### src/hdl/mcbf_ram.sv
`default_nettype none
// ----------------------------------------------------------------------------
// mcbf_ram
// Generic simple dual-port RAM: one write port, one read port with a
// registered read that holds its data while the read enable is low.
// ----------------------------------------------------------------------------
module mcbf_ram #(
  parameter int WIDTH = 8,
  parameter int DEPTH = 16
) (
  input  wire logic                                     clk,
  input  wire logic                                     we,
  input  wire logic [((DEPTH > 1) ? $clog2(DEPTH) : 1)-1:0] waddr,
  input  wire logic [WIDTH-1:0]                         wdata,
  input  wire logic                                     re,
  input  wire logic [((DEPTH > 1) ? $clog2(DEPTH) : 1)-1:0] raddr,
  output logic      [WIDTH-1:0]                         rdata
);

  logic [WIDTH-1:0] mem [DEPTH];

  // write port
  always_ff @(posedge clk) begin
    if (we) begin
      mem[waddr] <= wdata;
    end
  end

  // registered read port
  always_ff @(posedge clk) begin
    if (re) begin
      rdata <= mem[raddr];
    end
  end

endmodule : mcbf_ram
`default_nettype wire

### config.mk
export PLATFORM = sky130hd
export DESIGN_NAME = mcbf_ram
export DESIGN_NICKNAME = d
export VERILOG_FILES = /design/src/hdl/mcbf_ram.sv
export SDC_FILE = /design/constraint.sdc
export NUM_CORES = 1
export LEC_CHECK = 0
export BUFFER_PORTS_ARGS = -buffer_cell sky130_fd_sc_hd__buf_4
export CAP_MARGIN = 25
export CORE_ASPECT_RATIO = 0.9
export CORE_MARGIN = 5
export CORE_UTILIZATION = 51
export CTS_CLUSTER_DIAMETER = 120
export DETAILED_ROUTE_END_ITERATION = 10
export GPL_TIMING_DRIVEN = 0
export PLACE_DENSITY_LB_ADDON = 0.25
export SYNTH_ARGS = -nofsm -noshare
export SYNTH_HDL_FRONTEND = slang
export SYNTH_SLANG_ARGS = --single-unit
### constraint.sdc
create_clock -name clk -period 1.7 [get_ports clk]
set_input_delay 0.255 -clock clk [delete_from_list [all_inputs] [get_ports clk]]
set_output_delay 0.255 -clock clk [all_outputs]
set_load 0.1 [all_outputs]
==> results.sh <==
export IMPL_status="complete, no violations"
export IMPL_die_w_um=117
export IMPL_layoutNonFillerInstCount=415
export IMPL_cts_tree="built"
export IMPL_crit_required_ns=1.84
export IMPL_post_route_util_pct=61.0
export IMPL_cp_slowest_cell="mux4_1"
export IMPL_startpoint_type="flip-flop"
export IMPL_synth_simple_area_share_pct=3.14
export IMPL_synth_compound_area_share_pct=2.30
export IMPL_core_region_area_um2=10100
export IMPL_critical_path_class="flip-flop to flip-flop"
export IMPL_critical_path_startpoint="mem[6][0]"
export IMPL_synthAdderAreaFrac_pct=0
export IMPL_grt_pass1_wl_um=14400
export IMPL_vias=2419
export IMPL_grt_pass1_vias=2476
export IMPL_place_ws_ns=-0.247
export IMPL_slowest_delay_ns=0.55
export IMPL_slew_violations=0
export IMPL_hp_class="input pin to flip-flop"
export IMPL_hold_path_depth=1
export IMPL_finalCritPeriodShare_pct=96.3
export IMPL_vias_per_cell=5.83
export IMPL_synthesis_area_um2=5230
export IMPL_yosys_warnings=0
export IMPL_ff2ff_setup_slack_ns=0.06
export IMPL_postSynthCellCount=229
export IMPL_synth_seq_area_share_pct=78.1
export IMPL_cts_buffers=17
export IMPL_hold_viol_final=0
export IMPL_grtUsageTotal_pct=16.9
export IMPL_setup_viol=0
export IMPL_multi_input_area_um2=1060
export IMPL_synth_cell_type_count=18
export IMPL_dr_pass1_iters=4
export IMPL_relSlewSlack_pct=45.6
export IMPL_syn2layout_area_growth_pct=18.0
export IMPL_worst_pin_slew_ns=0.812
export IMPL_wl_per_cell_um=23.2
export IMPL_ys_seq_elements=136
export IMPL_seqCellArea_um2=4080
export IMPL_cp_end_kind="flip-flop"
export IMPL_clock_skew_ns=0.0106
export IMPL_die_y_um=106
export IMPL_muxShareOfSynthArea_pct=14.8
export IMPL_gr_total_overflow=0
export IMPL_reg2reg_depth=3
export IMPL_cap_violations=0
export IMPL_fp_row_count=35
export IMPL_clkTransAtPathRegs_ns=0.05
export IMPL_path_cells="mux4_1, a22oi_1, nand2_1"
export IMPL_h_tree_depth=4
export IMPL_syn_num_nets=248
export IMPL_timing_rr_start="mem[6][0]"
export IMPL_dieArea_um2=12400
export IMPL_gp_congestion=0.734
export IMPL_drive_gt1_share_pct=29.0
export IMPL_final_setup_tns_ns=0
export IMPL_finalCriticalPeriod_ns=1.64
export IMPL_finalWorstSetupSlack_ns=0.0625
export IMPL_ios=27
export IMPL_p_total_w=0.00777
export IMPL_crit_path_max_fanout=1
export IMPL_clock_sinks=136
export IMPL_ctsResizeCount=0
export IMPL_vdd_drop_max_v=0.000662
export IMPL_ant_nets=0
export IMPL_drtIter0Drc=183
export IMPL_num_antenna_cells=0
export IMPL_dp_cells=386
export IMPL_wl_um=9630
export IMPL_avgSynthCellArea_um2=22.8
export IMPL_grt_max_degree=17
export IMPL_min_from="re"
export IMPL_holdBufCountCts=0
export IMPL_root_buffer="clkbuf_16"
export IMPL_final_nets=295
export IMPL_hold_path_end="rdata[5]"
export IMPL_rsz0062_at_grt="false"
export IMPL_leakage_nw=2.06
export IMPL_synth_top_family_by_area="multiplexers"
export IMPL_clock_latency_ns=0.40
export IMPL_reg2reg_to="rdata[0]"
export IMPL_hpwlAfterDp_um=6290
export IMPL_drc=0
export IMPL_grt_antenna_before_repair=0
export IMPL_power_density_nw_per_um2=1260
export IMPL_cts_buffer_depth=2
export IMPL_start_util_pct=51.7
export IMPL_n_fill_cell=690
export IMPL_max_freq_mhz=611
export IMPL_arrival_ns=1.78
export IMPL_cts_setup_buffers=0
export IMPL_synth_xor_area_share_pct=0
export IMPL_io_buffer_count=25
state kept, by name, indices dropped and copies added (netlist names):
register  count
mem         128
rdata         8
stage by stage:
stage,instance area [µm²],hold WS [ns]
after floorplan,5230,0.354
after global placement,5580,0.552
after detailed placement,5600,0.555
after CTS,6170,0.134
after global routing,6170,0.135
final,6170,0.146
layout by cell type, fill, tap and decap left out, drive strengths merged:
master,n
clkdlybuf4s25,3
nor3,4
a22oi,16
nand2b,2
nor2b,1
clkinv,5
mux4,32
nand2,9
clkinvlp,3
buf,35
nor2,13
and2,1
edfxtp,136
and2b,1
nand3b,2
or3b,1
bufinv,3
clkbuf,18
nand3,1
per-layer routing:
| layer | track usage (%) | part of all wire [%] |
|---|---|---|
| met5 | 0 | 0 |
| met4 | 6.06 | 1.3 |
| met3 | 4.38 | 5.0 |
| met2 | 25.5 | 49 |
| met1 | 24.2 | 44 |
worst max path at each step:
stage,to,depth (start not counted)
floorplan,rdata[1],5
global placement,mem[8][1],3
detailed placement,mem[3][3],3
CTS,rdata[0],3
global route,rdata[0],3
finish,rdata[0],3
logic make-up after synthesis:
kind of cell	Yosys count
flops	136
simple gates	35
mux	32
compound gates	16
buf+inv	10
cell type report:
cell class / count / share of cell area (%)
sequential: 136 / 66.2
clock buffer: 18 / 6.96
clock inverter: 11 / 2.17
buffer: 10 / 1.40
multi-input combinational: 83 / 17.2
tap: 129 / 2.62
timing repair buffer: 28 / 3.41
worst max-delay path: cells and delay by family, from the launching register on:
kind	cells	cell delay (ns)
AOI/OAI and AO/OA	1	0.36
DFF	1	0.37
muxes	1	0.55
and+or+nand+nor	1	0.10
power by group:
part           total [W]  internal, W  switching [W]
Sequential       0.00380      0.00378      0.0000169
Combinational   0.000491     0.000168       0.000322
Clock            0.00349      0.00226        0.00123
Total            0.00777      0.00620        0.00157
Yosys cell counts:
master	instances	share of area, %
nand2b_1	2	0.24
buf_6	3	0.65
and2_1	1	0.12
nor3_1	4	0.38
clkdlybuf4s25_2	3	0.57
or3b_2	1	0.17
and2b_1	1	0.14
nor2b_1	1	0.12
edfxtp_1	136	78
nand3b_1	2	0.29
mux4_2	18	7.8
nand3_1	1	0.096
buf_2	3	0.29
nand2_1	9	0.65
nor2_1	13	0.93
buf_4	1	0.14
a22oi_1	16	2.3
mux4_1	14	7.0
No activity file was read; power rests on OpenSTA's default activity.
